$ cat config.mk
export PLATFORM = sky130hd
export DESIGN_NAME = disk_controller_command_ports_flat
export DESIGN_NICKNAME = d
export VERILOG_FILES = /design/src/design/dccp_pkg.sv /design/src/design/dccp_req_if.sv /design/src/design/dccp_rsp_if.sv /design/src/design/dccp_cfg_if.sv /design/src/design/dccp_front.sv /design/src/design/dccp_queue.sv /design/src/design/dccp_back.sv /design/src/design/disk_controller_command_ports.sv /design/src/flat_wrapper.sv
export VERILOG_INCLUDE_DIRS = /design/src /design/src/design
export SDC_FILE = /design/constraint.sdc
export NUM_CORES = 1
export LEC_CHECK = 0
export BUFFER_PORTS_ARGS = -buffer_cell sky130_fd_sc_hd__buf_2
export CAP_MARGIN = 20
export CELL_PAD_IN_SITES_DETAIL_PLACEMENT = 1
export CELL_PAD_IN_SITES_GLOBAL_PLACEMENT = 1
export CORE_MARGIN = 3
export CORE_UTILIZATION = 53
export DETAILED_ROUTE_END_ITERATION = 6
export PLACE_DENSITY_LB_ADDON = 0.1
export SLEW_MARGIN = 20
export SYNTH_ARGS = -nofsm -noshare
export SYNTH_HDL_FRONTEND = slang
export SYNTH_SLANG_ARGS = --single-unit
$ cat constraint.sdc
create_clock -name clk -period 7.8 [get_ports clk]
set_clock_uncertainty 0.05 [all_clocks]
set_input_delay 2.34 -clock clk [delete_from_list [all_inputs] [get_ports clk]]
set_output_delay 2.34 -clock clk [all_outputs]
set_load 0.01 [all_outputs]
$ cat src/design/disk_controller_command_ports_defines.svh
`ifndef DISK_CONTROLLER_COMMAND_PORTS_DEFINES_SVH
`define DISK_CONTROLLER_COMMAND_PORTS_DEFINES_SVH

// same-cycle implication
`define DCCP_ASSERT_SAME(label, cond, prop) \
    label: assert property (@(posedge clk) disable iff (!rst_n) (cond) |-> (prop)) \
        else $error("dccp check failed");

// next-cycle implication
`define DCCP_ASSERT_NEXT(label, cond, prop) \
    label: assert property (@(posedge clk) disable iff (!rst_n) (cond) |=> (prop)) \
        else $error("dccp check failed");

`endif

$ cat src/design/dccp_pkg.sv
package dccp_pkg;

    localparam logic [2:0] FUNC_CMD_WRITE = 3'd0;
    localparam logic [2:0] FUNC_CMD_READ  = 3'd1;
    localparam logic [2:0] FUNC_A_WRITE   = 3'd2;
    localparam logic [2:0] FUNC_A_READ    = 3'd3;
    localparam logic [2:0] FUNC_B_WRITE   = 3'd4;
    localparam logic [2:0] FUNC_B_READ    = 3'd5;
    localparam logic [2:0] FUNC_DONE      = 3'd6;

    localparam logic [31:0] CMD_SELECT          = 32'd1;
    localparam logic [31:0] CMD_START_READ      = 32'd2;
    localparam logic [31:0] CMD_START_WRITE     = 32'd3;
    localparam logic [31:0] CMD_FETCH_COMPLETED = 32'd4;
    localparam logic [31:0] CMD_POLL            = 32'd5;
    localparam logic [31:0] CMD_IRQ_ON          = 32'd6;
    localparam logic [31:0] CMD_IRQ_OFF         = 32'd7;
    localparam logic [31:0] CMD_SET_COUNT       = 32'd8;
    localparam logic [31:0] CMD_SET_ADDRESS     = 32'd9;

    localparam logic [2:0] CFG_DRIVE_PRESENT  = 3'd0;
    localparam logic [2:0] CFG_SECTOR_COUNT_0 = 3'd1;
    localparam logic [2:0] CFG_ASYNC_MODE     = 3'd5;

    localparam int MAX_DRIVES  = 4;
    localparam int MAX_COUNT   = 8;
    localparam int SECTOR_BITS = 9;
    localparam int QUEUE_DEPTH = 2;
    localparam int QPTR_W      = $clog2(QUEUE_DEPTH);
    localparam int QCNT_W      = $clog2(QUEUE_DEPTH + 1);

    typedef enum logic [3:0] {
        OP_NOP,
        OP_READ_BUSY,
        OP_WRITE_A,
        OP_READ_A,
        OP_WRITE_B,
        OP_READ_B,
        OP_DONE,
        OP_SELECT,
        OP_START_READ,
        OP_START_WRITE,
        OP_FETCH_COMPLETED,
        OP_POLL,
        OP_IRQ_ON,
        OP_IRQ_OFF,
        OP_SET_COUNT,
        OP_SET_ADDRESS
    } op_t;

    typedef struct packed {
        op_t         op;
        logic [31:0] data;
        logic [1:0]  drive;
    } entry_t;

    typedef struct packed {
        logic        bus_error;
        logic [31:0] read_data;
        logic        xfer_start;
        logic        xfer_is_write;
        logic [1:0]  xfer_drive;
        logic [31:0] xfer_sector;
        logic [31:0] xfer_address;
        logic [3:0]  xfer_count;
        logic        irq;
    } result_t;

endpackage

$ cat src/design/dccp_req_if.sv
interface dccp_req_if;
    logic        valid;
    logic        ready;
    logic [2:0]  func;
    logic [31:0] write_data;
    logic [1:0]  event_drive;

    modport source (output valid, output func, output write_data, output event_drive,
                    input ready);
    modport sink (input valid, input func, input write_data, input event_drive,
                  output ready);
endinterface

$ cat src/design/dccp_rsp_if.sv
interface dccp_rsp_if;
    logic        valid;
    logic        ready;
    logic        bus_error;
    logic [31:0] read_data;
    logic        xfer_start;
    logic        xfer_is_write;
    logic [1:0]  xfer_drive;
    logic [31:0] xfer_sector;
    logic [31:0] xfer_address;
    logic [3:0]  xfer_count;
    logic        irq;

    modport source (output valid, output bus_error, output read_data, output xfer_start,
                    output xfer_is_write, output xfer_drive, output xfer_sector,
                    output xfer_address, output xfer_count, output irq, input ready);
    modport sink (input valid, input bus_error, input read_data, input xfer_start,
                  input xfer_is_write, input xfer_drive, input xfer_sector,
                  input xfer_address, input xfer_count, input irq, output ready);
endinterface

$ cat src/design/dccp_cfg_if.sv
interface dccp_cfg_if;
    logic        valid;
    logic        ready;
    logic [2:0]  index;
    logic [31:0] data;

    modport source (output valid, output index, output data, input ready);
    modport sink (input valid, input index, input data, output ready);
endinterface

$ cat src/design/dccp_front.sv
module dccp_front
(
    dccp_req_if.sink          req,
    input  logic              queue_full,
    output logic              push_valid,
    output dccp_pkg::entry_t  push_entry
);

    assign req.ready  = !queue_full;
    assign push_valid = req.valid && !queue_full;

    always_comb
    begin
        push_entry.data  = req.write_data;
        push_entry.drive = req.event_drive;
        unique case (req.func)
            dccp_pkg::FUNC_CMD_WRITE:
            begin
                unique case (req.write_data)
                    dccp_pkg::CMD_SELECT:          push_entry.op = dccp_pkg::OP_SELECT;
                    dccp_pkg::CMD_START_READ:      push_entry.op = dccp_pkg::OP_START_READ;
                    dccp_pkg::CMD_START_WRITE:     push_entry.op = dccp_pkg::OP_START_WRITE;
                    dccp_pkg::CMD_FETCH_COMPLETED: push_entry.op = dccp_pkg::OP_FETCH_COMPLETED;
                    dccp_pkg::CMD_POLL:            push_entry.op = dccp_pkg::OP_POLL;
                    dccp_pkg::CMD_IRQ_ON:          push_entry.op = dccp_pkg::OP_IRQ_ON;
                    dccp_pkg::CMD_IRQ_OFF:         push_entry.op = dccp_pkg::OP_IRQ_OFF;
                    dccp_pkg::CMD_SET_COUNT:       push_entry.op = dccp_pkg::OP_SET_COUNT;
                    dccp_pkg::CMD_SET_ADDRESS:     push_entry.op = dccp_pkg::OP_SET_ADDRESS;
                    default:                       push_entry.op = dccp_pkg::OP_NOP;
                endcase
            end
            dccp_pkg::FUNC_CMD_READ: push_entry.op = dccp_pkg::OP_READ_BUSY;
            dccp_pkg::FUNC_A_WRITE:  push_entry.op = dccp_pkg::OP_WRITE_A;
            dccp_pkg::FUNC_A_READ:   push_entry.op = dccp_pkg::OP_READ_A;
            dccp_pkg::FUNC_B_WRITE:  push_entry.op = dccp_pkg::OP_WRITE_B;
            dccp_pkg::FUNC_B_READ:   push_entry.op = dccp_pkg::OP_READ_B;
            dccp_pkg::FUNC_DONE:     push_entry.op = dccp_pkg::OP_DONE;
            default:                 push_entry.op = dccp_pkg::OP_NOP;
        endcase
    end

endmodule

$ cat src/design/dccp_queue.sv
module dccp_queue
(
    input  logic              clk,
    input  logic              rst_n,
    input  logic              push_valid,
    input  dccp_pkg::entry_t  push_entry,
    output logic              queue_full,
    input  logic              pop,
    output logic              entry_valid,
    output dccp_pkg::entry_t  head_entry
);

    dccp_pkg::entry_t                  slot_reg [dccp_pkg::QUEUE_DEPTH];
    logic [dccp_pkg::QPTR_W-1:0]       wr_ptr_reg;
    logic [dccp_pkg::QPTR_W-1:0]       wr_ptr_next;
    logic [dccp_pkg::QPTR_W-1:0]       rd_ptr_reg;
    logic [dccp_pkg::QPTR_W-1:0]       rd_ptr_next;
    logic [dccp_pkg::QCNT_W-1:0]       fill_reg;
    logic [dccp_pkg::QCNT_W-1:0]       fill_next;
    logic                              do_push;
    logic                              do_pop;

    assign queue_full  = (fill_reg == dccp_pkg::QCNT_W'(dccp_pkg::QUEUE_DEPTH));
    assign entry_valid = (fill_reg != '0);
    assign head_entry  = slot_reg[rd_ptr_reg];
    assign do_push     = push_valid && !queue_full;
    assign do_pop      = pop && entry_valid;

    always_comb
    begin
        wr_ptr_next = wr_ptr_reg;
        rd_ptr_next = rd_ptr_reg;
        fill_next   = fill_reg;
        if (do_push)
        begin
            wr_ptr_next = (wr_ptr_reg == dccp_pkg::QPTR_W'(dccp_pkg::QUEUE_DEPTH - 1))
                          ? '0 : wr_ptr_reg + 1'b1;
        end
        if (do_pop)
        begin
            rd_ptr_next = (rd_ptr_reg == dccp_pkg::QPTR_W'(dccp_pkg::QUEUE_DEPTH - 1))
                          ? '0 : rd_ptr_reg + 1'b1;
        end
        if (do_push && !do_pop)
        begin
            fill_next = fill_reg + 1'b1;
        end
        else if (do_pop && !do_push)
        begin
            fill_next = fill_reg - 1'b1;
        end
    end

    always_ff @(posedge clk or negedge rst_n)
    begin
        if (!rst_n)
        begin
            wr_ptr_reg <= '0;
            rd_ptr_reg <= '0;
            fill_reg   <= '0;
        end
        else
        begin
            wr_ptr_reg <= wr_ptr_next;
            rd_ptr_reg <= rd_ptr_next;
            fill_reg   <= fill_next;
        end
    end

    always_ff @(posedge clk)
    begin
        if (do_push)
        begin
            slot_reg[wr_ptr_reg] <= push_entry;
        end
    end

endmodule

$ cat src/design/dccp_back.sv
module dccp_back
#(
    parameter int NUM_DRIVES = 4
)
(
    input  logic              clk,
    input  logic              rst_n,
    input  logic              entry_valid,
    input  dccp_pkg::entry_t  head_entry,
    output logic              pop,
    dccp_cfg_if.sink          cfg,
    dccp_rsp_if.source        rsp
);

    // configuration
    logic [3:0]  present_reg;
    logic [31:0] sectors_reg [NUM_DRIVES];
    logic        async_reg;

    // controller state
    logic [31:0] port_a_reg;
    logic [31:0] port_a_next;
    logic [31:0] port_b_reg;
    logic [31:0] port_b_next;
    logic        selected_reg;
    logic        selected_next;
    logic [1:0]  sel_drive_reg;
    logic [1:0]  sel_drive_next;
    logic [3:0]  busy_reg;
    logic [3:0]  busy_next;
    logic [3:0]  completed_reg;
    logic [3:0]  completed_next;
    logic        irq_en_reg;
    logic        irq_en_next;
    logic [3:0]  count_reg;
    logic [3:0]  count_next;
    logic [31:dccp_pkg::SECTOR_BITS] addr_reg;
    logic [31:dccp_pkg::SECTOR_BITS] addr_next;

    // output word
    logic                 out_valid_reg;
    logic                 out_valid_next;
    dccp_pkg::result_t    out_reg;
    dccp_pkg::result_t    out_next;

    logic [31:0] sel_sectors;
    logic [31:0] poll_sectors;
    logic        port_a_ok;
    logic [32:0] end_sum;
    logic [3:0]  sel_bit;
    logic [3:0]  ev_bit;
    logic        ev_ok;
    logic        start_ok;

    assign cfg.ready = 1'b1;
    assign pop       = entry_valid && (!out_valid_reg || rsp.ready);

    always_comb
    begin
        sel_sectors  = '0;
        poll_sectors = '0;
        for (int i = 0; i < NUM_DRIVES; i++)
        begin
            if (sel_drive_reg == 2'(i))
            begin
                sel_sectors = sectors_reg[i];
            end
            if (port_a_reg[1:0] == 2'(i))
            begin
                poll_sectors = sectors_reg[i];
            end
        end
    end

    assign port_a_ok = (port_a_reg[31:2] == '0)
                       && ({1'b0, port_a_reg[1:0]} < 3'(NUM_DRIVES))
                       && present_reg[port_a_reg[1:0]];
    assign end_sum   = {1'b0, port_a_reg} + 33'(count_reg);
    assign sel_bit   = 4'b0001 << sel_drive_reg;
    assign ev_bit    = 4'b0001 << head_entry.drive;
    assign ev_ok     = ({1'b0, head_entry.drive} < 3'(NUM_DRIVES))
                       && busy_reg[head_entry.drive];
    assign start_ok  = selected_reg && !end_sum[32]
                       && (end_sum[31:0] < sel_sectors)
                       && ((busy_reg & sel_bit) == '0);

    always_comb
    begin
        port_a_next    = port_a_reg;
        port_b_next    = port_b_reg;
        selected_next  = selected_reg;
        sel_drive_next = sel_drive_reg;
        busy_next      = busy_reg;
        completed_next = completed_reg;
        irq_en_next    = irq_en_reg;
        count_next     = count_reg;
        addr_next      = addr_reg;
        out_valid_next = out_valid_reg;
        out_next       = out_reg;

        if (out_valid_reg && rsp.ready)
        begin
            out_valid_next = 1'b0;
        end

        if (pop)
        begin
            out_valid_next = 1'b1;
            out_next       = '0;
            case (head_entry.op)
                dccp_pkg::OP_READ_BUSY: out_next.read_data = 32'(busy_reg);
                dccp_pkg::OP_WRITE_A:   port_a_next = head_entry.data;
                dccp_pkg::OP_READ_A:    out_next.read_data = port_a_reg;
                dccp_pkg::OP_WRITE_B:   port_b_next = head_entry.data;
                dccp_pkg::OP_READ_B:    out_next.read_data = port_b_reg;
                dccp_pkg::OP_DONE:
                begin
                    if (ev_ok)
                    begin
                        busy_next      = busy_reg & ~ev_bit;
                        completed_next = completed_reg | ev_bit;
                        out_next.irq   = irq_en_reg;
                    end
                end
                dccp_pkg::OP_SELECT:
                begin
                    selected_next  = port_a_ok;
                    sel_drive_next = port_a_ok ? port_a_reg[1:0] : 2'd0;
                end
                dccp_pkg::OP_START_READ, dccp_pkg::OP_START_WRITE:
                begin
                    if (start_ok)
                    begin
                        out_next.xfer_start    = 1'b1;
                        out_next.xfer_is_write = (head_entry.op == dccp_pkg::OP_START_WRITE);
                        out_next.xfer_drive    = sel_drive_reg;
                        out_next.xfer_sector   = port_a_reg;
                        out_next.xfer_address  = {addr_reg, dccp_pkg::SECTOR_BITS'(0)};
                        out_next.xfer_count    = count_reg;
                        if (async_reg)
                        begin
                            busy_next = busy_reg | sel_bit;
                        end
                        else
                        begin
                            completed_next = completed_reg | sel_bit;
                            out_next.irq   = irq_en_reg;
                        end
                    end
                    else
                    begin
                        out_next.bus_error = 1'b1;
                    end
                end
                dccp_pkg::OP_FETCH_COMPLETED:
                begin
                    port_a_next    = '0;
                    port_b_next    = 32'(completed_reg);
                    completed_next = '0;
                end
                dccp_pkg::OP_POLL:
                begin
                    port_a_next = port_a_ok ? 32'd1 : 32'd0;
                    port_b_next = port_a_ok ? poll_sectors : 32'd0;
                end
                dccp_pkg::OP_IRQ_ON:  irq_en_next = 1'b1;
                dccp_pkg::OP_IRQ_OFF: irq_en_next = 1'b0;
                dccp_pkg::OP_SET_COUNT:
                begin
                    if ((port_a_reg == '0) || (port_a_reg > 32'(dccp_pkg::MAX_COUNT)))
                    begin
                        out_next.bus_error = 1'b1;
                    end
                    else
                    begin
                        count_next = port_a_reg[3:0];
                    end
                end
                dccp_pkg::OP_SET_ADDRESS: addr_next = port_a_reg[31:dccp_pkg::SECTOR_BITS];
                default: ;
            endcase
        end
    end

    always_ff @(posedge clk or negedge rst_n)
    begin
        if (!rst_n)
        begin
            port_a_reg    <= '0;
            port_b_reg    <= '0;
            selected_reg  <= 1'b0;
            sel_drive_reg <= '0;
            busy_reg      <= '0;
            completed_reg <= '0;
            irq_en_reg    <= 1'b0;
            count_reg     <= '0;
            addr_reg      <= '0;
            out_valid_reg <= 1'b0;
            out_reg       <= '0;
        end
        else
        begin
            port_a_reg    <= port_a_next;
            port_b_reg    <= port_b_next;
            selected_reg  <= selected_next;
            sel_drive_reg <= sel_drive_next;
            busy_reg      <= busy_next;
            completed_reg <= completed_next;
            irq_en_reg    <= irq_en_next;
            count_reg     <= count_next;
            addr_reg      <= addr_next;
            out_valid_reg <= out_valid_next;
            out_reg       <= out_next;
        end
    end

    always_ff @(posedge clk or negedge rst_n)
    begin
        if (!rst_n)
        begin
            present_reg <= '0;
            async_reg   <= 1'b0;
            for (int i = 0; i < NUM_DRIVES; i++)
            begin
                sectors_reg[i] <= '0;
            end
        end
        else if (cfg.valid)
        begin
            if (cfg.index == dccp_pkg::CFG_DRIVE_PRESENT)
            begin
                present_reg <= cfg.data[3:0];
            end
            if (cfg.index == dccp_pkg::CFG_ASYNC_MODE)
            begin
                async_reg <= cfg.data[0];
            end
            for (int i = 0; i < NUM_DRIVES; i++)
            begin
                if (cfg.index == dccp_pkg::CFG_SECTOR_COUNT_0 + 3'(i))
                begin
                    sectors_reg[i] <= cfg.data;
                end
            end
        end
    end

    assign rsp.valid         = out_valid_reg;
    assign rsp.bus_error     = out_reg.bus_error;
    assign rsp.read_data     = out_reg.read_data;
    assign rsp.xfer_start    = out_reg.xfer_start;
    assign rsp.xfer_is_write = out_reg.xfer_is_write;
    assign rsp.xfer_drive    = out_reg.xfer_drive;
    assign rsp.xfer_sector   = out_reg.xfer_sector;
    assign rsp.xfer_address  = out_reg.xfer_address;
    assign rsp.xfer_count    = out_reg.xfer_count;
    assign rsp.irq           = out_reg.irq;

endmodule

$ cat src/design/disk_controller_command_ports.sv
// an accepted access is stored in the queue, then executed into the output register; an output stall holds it back
// throughput: one access per cycle while the response side is ready, set by the execute stage and output register
// a two-word queue between decode and execute absorbs output backpressure
// configuration writes are registered and always ready
// reset clears all controller state, configuration, queue pointers and output register at once
`include "disk_controller_command_ports_defines.svh"

module disk_controller_command_ports
#(
    parameter int NUM_DRIVES = 4
)
(
    input  logic         clk,
    input  logic         rst_n,
    dccp_req_if.sink     req,
    dccp_rsp_if.source   rsp,
    dccp_cfg_if.sink     cfg
);

    logic              queue_full;
    logic              push_valid;
    dccp_pkg::entry_t  push_entry;
    logic              pop;
    logic              entry_valid;
    dccp_pkg::entry_t  head_entry;

    dccp_front u_front
    (
        .req        (req),
        .queue_full (queue_full),
        .push_valid (push_valid),
        .push_entry (push_entry)
    );

    dccp_queue u_queue
    (
        .clk         (clk),
        .rst_n       (rst_n),
        .push_valid  (push_valid),
        .push_entry  (push_entry),
        .queue_full  (queue_full),
        .pop         (pop),
        .entry_valid (entry_valid),
        .head_entry  (head_entry)
    );

    dccp_back #(.NUM_DRIVES(NUM_DRIVES)) u_back
    (
        .clk         (clk),
        .rst_n       (rst_n),
        .entry_valid (entry_valid),
        .head_entry  (head_entry),
        .pop         (pop),
        .cfg         (cfg),
        .rsp         (rsp)
    );

    `DCCP_ASSERT_SAME(a_start_no_error, rsp.valid && rsp.xfer_start, !rsp.bus_error)
    `DCCP_ASSERT_SAME(a_idle_xfer_zero, rsp.valid && !rsp.xfer_start, (rsp.xfer_count == 4'd0) && (rsp.xfer_address == 32'd0))
    `DCCP_ASSERT_SAME(a_addr_aligned, rsp.valid, rsp.xfer_address[8:0] == 9'd0)
    `DCCP_ASSERT_SAME(a_queue_consistent, !entry_valid, !queue_full && !pop)

endmodule

$ cat src/flat_wrapper.sv
// flat-port wrapper written by rule: the top's interface ports become plain ports
module disk_controller_command_ports_flat 
#(
    parameter int NUM_DRIVES = 4
)
  (clk, rst_n, req_valid, req_func, req_write_data, req_event_drive, req_ready, rsp_valid, rsp_bus_error, rsp_read_data, rsp_xfer_start, rsp_xfer_is_write, rsp_xfer_drive, rsp_xfer_sector, rsp_xfer_address, rsp_xfer_count, rsp_irq, rsp_ready, cfg_valid, cfg_index, cfg_data, cfg_ready);
  dccp_req_if req_i ();
  dccp_rsp_if rsp_i ();
  dccp_cfg_if cfg_i ();
  input  logic clk;
  input  logic rst_n;
  input wire logic [$bits(req_i.valid)-1:0] req_valid;
  input wire logic [$bits(req_i.func)-1:0] req_func;
  input wire logic [$bits(req_i.write_data)-1:0] req_write_data;
  input wire logic [$bits(req_i.event_drive)-1:0] req_event_drive;
  output wire logic [$bits(req_i.ready)-1:0] req_ready;
  output wire logic [$bits(rsp_i.valid)-1:0] rsp_valid;
  output wire logic [$bits(rsp_i.bus_error)-1:0] rsp_bus_error;
  output wire logic [$bits(rsp_i.read_data)-1:0] rsp_read_data;
  output wire logic [$bits(rsp_i.xfer_start)-1:0] rsp_xfer_start;
  output wire logic [$bits(rsp_i.xfer_is_write)-1:0] rsp_xfer_is_write;
  output wire logic [$bits(rsp_i.xfer_drive)-1:0] rsp_xfer_drive;
  output wire logic [$bits(rsp_i.xfer_sector)-1:0] rsp_xfer_sector;
  output wire logic [$bits(rsp_i.xfer_address)-1:0] rsp_xfer_address;
  output wire logic [$bits(rsp_i.xfer_count)-1:0] rsp_xfer_count;
  output wire logic [$bits(rsp_i.irq)-1:0] rsp_irq;
  input wire logic [$bits(rsp_i.ready)-1:0] rsp_ready;
  input wire logic [$bits(cfg_i.valid)-1:0] cfg_valid;
  input wire logic [$bits(cfg_i.index)-1:0] cfg_index;
  input wire logic [$bits(cfg_i.data)-1:0] cfg_data;
  output wire logic [$bits(cfg_i.ready)-1:0] cfg_ready;
  assign req_i.valid = req_valid;
  assign req_i.func = req_func;
  assign req_i.write_data = req_write_data;
  assign req_i.event_drive = req_event_drive;
  assign req_ready = req_i.ready;
  assign rsp_valid = rsp_i.valid;
  assign rsp_bus_error = rsp_i.bus_error;
  assign rsp_read_data = rsp_i.read_data;
  assign rsp_xfer_start = rsp_i.xfer_start;
  assign rsp_xfer_is_write = rsp_i.xfer_is_write;
  assign rsp_xfer_drive = rsp_i.xfer_drive;
  assign rsp_xfer_sector = rsp_i.xfer_sector;
  assign rsp_xfer_address = rsp_i.xfer_address;
  assign rsp_xfer_count = rsp_i.xfer_count;
  assign rsp_irq = rsp_i.irq;
  assign rsp_i.ready = rsp_ready;
  assign cfg_i.valid = cfg_valid;
  assign cfg_i.index = cfg_index;
  assign cfg_i.data = cfg_data;
  assign cfg_ready = cfg_i.ready;
  disk_controller_command_ports #(.NUM_DRIVES(NUM_DRIVES)) u_core (.clk(clk), .rst_n(rst_n), .req(req_i), .rsp(rsp_i), .cfg(cfg_i));
endmodule
# Word-level counts from Yosys, hierarchy flattened
# Memories as Yosys holds them, arrays and structs flattened.
# Index checks and enable logic that the tools add are counted.
# W data, S select, Z words.
[totals]
memories = 2
wordCells = 179
rom_bits = 64
out_inout_bits = 109
ff_bits = 347
ramBits = 76
[op_classes]
n_lt_le_gt_ge = 4
bitwise = 7
n_mux = 45
n_eq_ne = 37
shifts = 2
n_reduce_logical = 49
addsub = 5
[mem_list]
columns = ["memory", "depth", "word_bits", "rd", "rd_ports_with_merged_regs", "wr", "line_no", "source"]
rows = [
  ["u_core.u_queue.slot_reg", 2, 38, 1, 0, 1, "dccp_queue.sv:13", "dccp_pkg::entry_t slot_reg [dccp_pkg::QUEUE_DEPTH];"],
  ["(name not given)", 16, 4, 1, 0, 0, "dccp_front.sv:19", "unique case (req.write_data)"],
]
[op_table]
columns = ["cell", "n"]
rows = [
  ["$mux W32", 9],
  ["$pmux W32 S3", 3],
  ["$mux W73", 1],
  ["$mux W72", 1],
  ["$add A32 B4 Y33", 1],
  ["$eq A4 B4 Y1 const B", 8],
  ["$gt A32 B4 Y1 const B", 1],
  ["$logic_not A32 Y1", 1],
  ["$lt A32 B32 Y1", 1],
  ["$logic_not A30 Y1", 1],
  ["$logic_not A28 Y1", 1],
  ["$mux W4", 7],
  ["$pmux W4 S7", 1],
  ["$reduce_and A2 Y1", 11],
  ["$eq A4 B3 Y1 const B", 4],
  ["$eq A3 B3 Y1 const B", 5],
  ["$mux W1", 13],
  ["$eq A3 B2 Y1 const B", 4],
  ["$or A4 B4 Y4", 3],
  ["$pmux W4 S3", 1],
  ["$logic_and A1 B1 Y1", 11],
  ["$eq A2 B2 Y1 const B", 5],
  ["$reduce_and A5 Y1", 2],
  ["$reduce_bool A2 Y1", 5],
  ["25 further kinds", 49],
]

# Longest topological paths before layout
[depth]
ltp_word = 10
ltp_mapped = 19
depth_no_buf = 16

# Modules after synthesis
# From an unflattened synthesis, not the netlist that was laid out.
[hier_totals]
hier_cells = 1558
area_unflattened_um2 = 19752.7
[modules_own_cells]
columns = ["mod", "cells_each", "area_each_um2", "n_inst"]
rows = [
  ["dccp_back", 1356, 16310.6, 1],
  ["dccp_queue", 137, 2989.1, 1],
  ["dccp_front", 65, 452.9, 1],
]

# Least setup slack after synthesis
# No wires, ideal clock.
[synth_path]
kind = "input -> register"
startpoint = "input port req_valid"
endpoint = "memory u_core.u_queue.slot_reg[0][0] (netlist bit) (enable)"
stages = 2
t_required_ns = 7.317
setup_slack_ns = 3.283
setup_ns = 0.433
t_arrival_ns = 4.034
path_cell_list = "nand2_1 nor2_1"
[synth_between]
elab_chain_cells = 4
[synth_lines]
columns = ["item", "line_no", "source"]
rows = [
  ["start: declaration", "flat_wrapper.sv:12", "input wire logic [$bits(req_i.valid)-1:0] req_valid;"],
  ["$logic_and A1 B1 Y1", "dccp_front.sv:10", "assign push_valid = req.valid && !queue_full;"],
  ["$logic_and A1 B1 Y1", "dccp_queue.sv:26", "assign do_push = push_valid && !queue_full;"],
  ["$mux W1", "dccp_queue.sv:72", "if (do_push)"],
  ["$mux W1 (not written as such)", "dccp_queue.sv:74", "slot_reg[wr_ptr_reg] <= push_entry;"],
  ["end: declaration", "dccp_queue.sv:13", ""],
]
# Every way passes these cells.

# Worst setup path in the final report
[layout_path]
startpoint = "register u_core.u_back.port_a_reg[1]"
endpoint = "register u_core.u_back.out_reg (netlist bit u_core.u_back.rsp.xfer_address[18])"
[layout_between]
elab_chain_cells = 7
[layout_lines]
columns = ["item", "line_no", "source"]
rows = [
  ["start: declaration", "dccp_back.sv:21", "logic [31:0] port_a_reg;"],
  ["start signal: assignment", "dccp_back.sv:203", "port_a_reg <= port_a_next;"],
  ["$add A32 B4 Y33 (*)", "dccp_back.sv:78", "assign end_sum = {1'b0, port_a_reg} + 33'(count_reg);"],
  ["branches (longest 2 deep; another with $lt A32 B32 Y1)", "-", ""],
  ["$logic_and A1 B1 Y1 (*)", "dccp_back.sv:84", "&& (end_sum[31:0] < sel_sectors)"],
  ["$logic_and A1 B1 Y1 (*)", "dccp_back.sv:85", "&& ((busy_reg & sel_bit) == '0);"],
  ["$mux W73 (*)", "dccp_back.sv:132", "if (start_ok)"],
  ["$mux W72 (*)", "dccp_back.sv:110", "case (head_entry.op)"],
  ["end signal: assignment", "dccp_back.sv:213", "out_reg <= out_next;"],
  ["end: declaration", "dccp_back.sv:43", "dccp_pkg::result_t out_reg;"],
]
# Mark *: on every way between the ends.
# A chain may end at the register's enable or synchronous reset.

==> results_dict.tcl <==
set metrics [dict create \
    cts_setup_buffers 0 \
    antenna_found_initial 2 \
    drt_iter0_drc 1016 \
    synthArstFlopShare 0.816 \
    dpl.hpwl_mm 38.5 \
    cts_tree "built" \
    drt-total-wl_mm 57.0 \
    num-nets-final 1773 \
    via_count 13400 \
    gr-total-overflow 0 \
    hold_class "flop to flop" \
    final_util 0.620 \
    ys_warn_count 0 \
    critPathMaxFanout 65 \
    clock_sinks 414 \
    vdd_ir_drop_max_uv 239 \
    whs_ns 0.430 \
    startpoint_type "flop" \
    area_growth_syn_to_layout_pct 14.2 \
    cp.required_ns 8.23 \
    die_y_um 198 \
    final-setup-viol-count 0 \
    fin_area_um2 22200 \
    pwr_density_cell_nw_per_um2 345 \
    avgSynthCellArea_um2 12.7 \
    grt_max_degree 120 \
    io_pins 186 \
    timing.slew.headroom 0.336 \
    synth_top_area_cell "dfrtp_1" \
    io_buffers 175 \
    hold_viol 0 \
    cts-root-buf "clkbuf_16" \
    slew_viol_final 0 \
    synth_top_area_frac 0.435 \
    clockBufferDepth 3 \
    cts_hold_buf 0 \
    fmax_ghz 0.186 \
    drc_errors 0 \
    ys_ff_latch 414 \
    first_pass_iters 5 \
    place_area_um2 20600 \
    synth_cell_types 61 \
    tightest_slew_ns 0.996 \
    setup-tns-final_ns 0 \
    power_mw 7.66 \
    outcome "finished, final reports clean" \
    synth_ff_type "dfrtp_1" \
    grt_usage 0.297 \
    leakage_nw 9.85 \
    h-tree-depth 2 \
    critPathCaptureType "flop" \
    fin_crit_ns 5.38 \
    cp.arrival_ns 5.81 \
    synth_area_um2 19400 \
    setup.worst_path.class "flop to flop" \
    rsz0062_at_grt "false" \
    core_um2 35800 \
    cts_buffers 44 \
    synthTopCellsByArea "dfrtp_1 44%, edfxtp_1 12%, mux2_2 11%" \
    first_global_vias 14300 \
    ant_nets 0 \
    rows 69 \
    cts_resized 0 \
    synth_cells 1528 \
    wl_per_cell_um 26.4 \
    grt_pass1_wl_mm 88.0 \
    synth_seq_area_share 0.553 \
    routed_via_density 6.24 \
    clk_pin_slew_ns 0.06 \
    clock_latency_ns 0.57 \
    die_x_um 198 \
    largest_register_ffs 128 \
    drv_cap 0 \
    dieArea_um2 39000 \
    gp_congestion 0.870 \
    synth_edf_count 76 \
    start_util 0.542 \
    drive_gt1_frac 0.325 \
    fin_crit_sh 0.690 \
]
-- per-stage QoR --
step           std cells  setup WS [ns]
2_1_floorplan       1536           3.28
3_3_place_gp        2073           2.62
3_5_place_dp        2073           2.48
4_1_cts             2153           2.45
5_1_grt             2154           2.10
6_report            2155           2.42
-- cell usage after synthesis, drive strengths merged (2+ instances only) --
master	n
a22o	65
inv	46
and2	3
clkbuf	78
nor3	13
dfrtp	338
nor2	42
a31oi	4
nand4	16
xor2	12
a21boi	27
a21oi	19
nand3	17
buf	41
or2	2
a32oi	2
conb	2
nand2	164
and3	9
o21ai	112
nor3b	3
edfxtp	76
o31ai	3
ha	36
o41ai	3
or3	3
a22oi	29
mux2	191
nor4	18
mux2i	19
xnor2	24
a2bb2oi	2
nand2b	6
and4	3
a21o	6
mux4	65
a211oi	2
a221oi	4
nor2b	3
a31o	3
o2bb2ai	3
-- worst max-delay path, stage by stage, from the launching register on --
cell,delay [ns]
dfrtp_1,0.33
buf_4,0.56
inv_1,0.15
fa_1,0.48
nand2b_1,0.16
o2bb2ai_1,0.26
nand4b_1,0.39
nor2_1,0.26
and3_1,0.20
xor2_1,0.16
ha_1,0.25
nand4_1,0.16
inv_1,0.08
a2111oi_2,0.31
nand4_1,0.31
nor4_4,0.28
buf_4,0.61
a22o_1,0.25
-- per-layer routing --
layer	vias to the layer above	global-route usage	routed length (um)
met3	103	0.0517	3390
li1	5853	-	-
met4	2	0.115	2330
met2	439	0.466	26400
met1	7041	0.418	24900
met5	-	0	13
-- final timing paths --
path / startpoint / endpoint / slack (ns) / cells past startpoint
max in group asynchronous: rst_n / u_core.u_back.sectors_reg[45] / 4.56 / 2
worst max register to register: u_core.u_back.port_a_reg[1] / u_core.u_back.rsp.xfer_address[18] / 2.42 / 17
worst max-delay path: u_core.u_back.port_a_reg[1] / u_core.u_back.rsp.xfer_address[18] / 2.42 / 17
worst min-delay path: u_core.u_back.rsp.read_data[27] / u_core.u_back.rsp.read_data[27] / 0.43 / 2
min in group asynchronous: rst_n / u_core.u_queue.wr_ptr_reg / 1.67 / 1
worst min register to register: u_core.u_back.rsp.read_data[27] / u_core.u_back.rsp.read_data[27] / 0.43 / 2
-- kinds of logic (layout without fill, tap and decap cells) --
group	after synthesis	count (layout)	share of synthesized area
AO/OA/AOI/OAI	291	291	0.101
XOR/XNOR	36	36	0.0162
adder cells (fa/ha/maj)	37	37	0.0242
other	2	11	0.000386
buffers and inverters	165	322	0.0366
multiplexers	275	275	0.196
flip-flops	414	414	0.553
AND/OR/NAND/NOR	308	308	0.0730
-- where the power goes --
group          leakage (nW)  total, mW  internal, mW  switching [mW]
Combinational          4.04       2.22         0.915            1.30
Sequential             5.04       3.19          2.69           0.503
Clock                 0.769       2.25          1.37           0.881
Total                  9.85       7.66          4.97            2.69
-- final cells by class --
class / count / area, um2
diodes: 1 / 2.50
well taps: 461 / 577
clock inverters: 23 / 299
multi-input cells: 957 / 8080
inverters: 46 / 174
clock buffers: 57 / 1260
repair buffers: 196 / 1070
fillers: 3549 / 13600
flip-flops and latches: 414 / 10700
-- cell usage in the layout, fill, tap and decap left out, types with 40 or more instances in the layout --
master,netlist,routed
dfrtp_1,338,335
mux2_2,191,191
buf_2,10,174
nand2_1,164,164
o21ai_0,111,111
edfxtp_1,76,76
mux4_2,65,65
a22o_1,65,65
inv_1,46,45
clkbuf_16,0,45
nor2_1,42,40
Note: power is estimated with default switching activity, not from simulation.
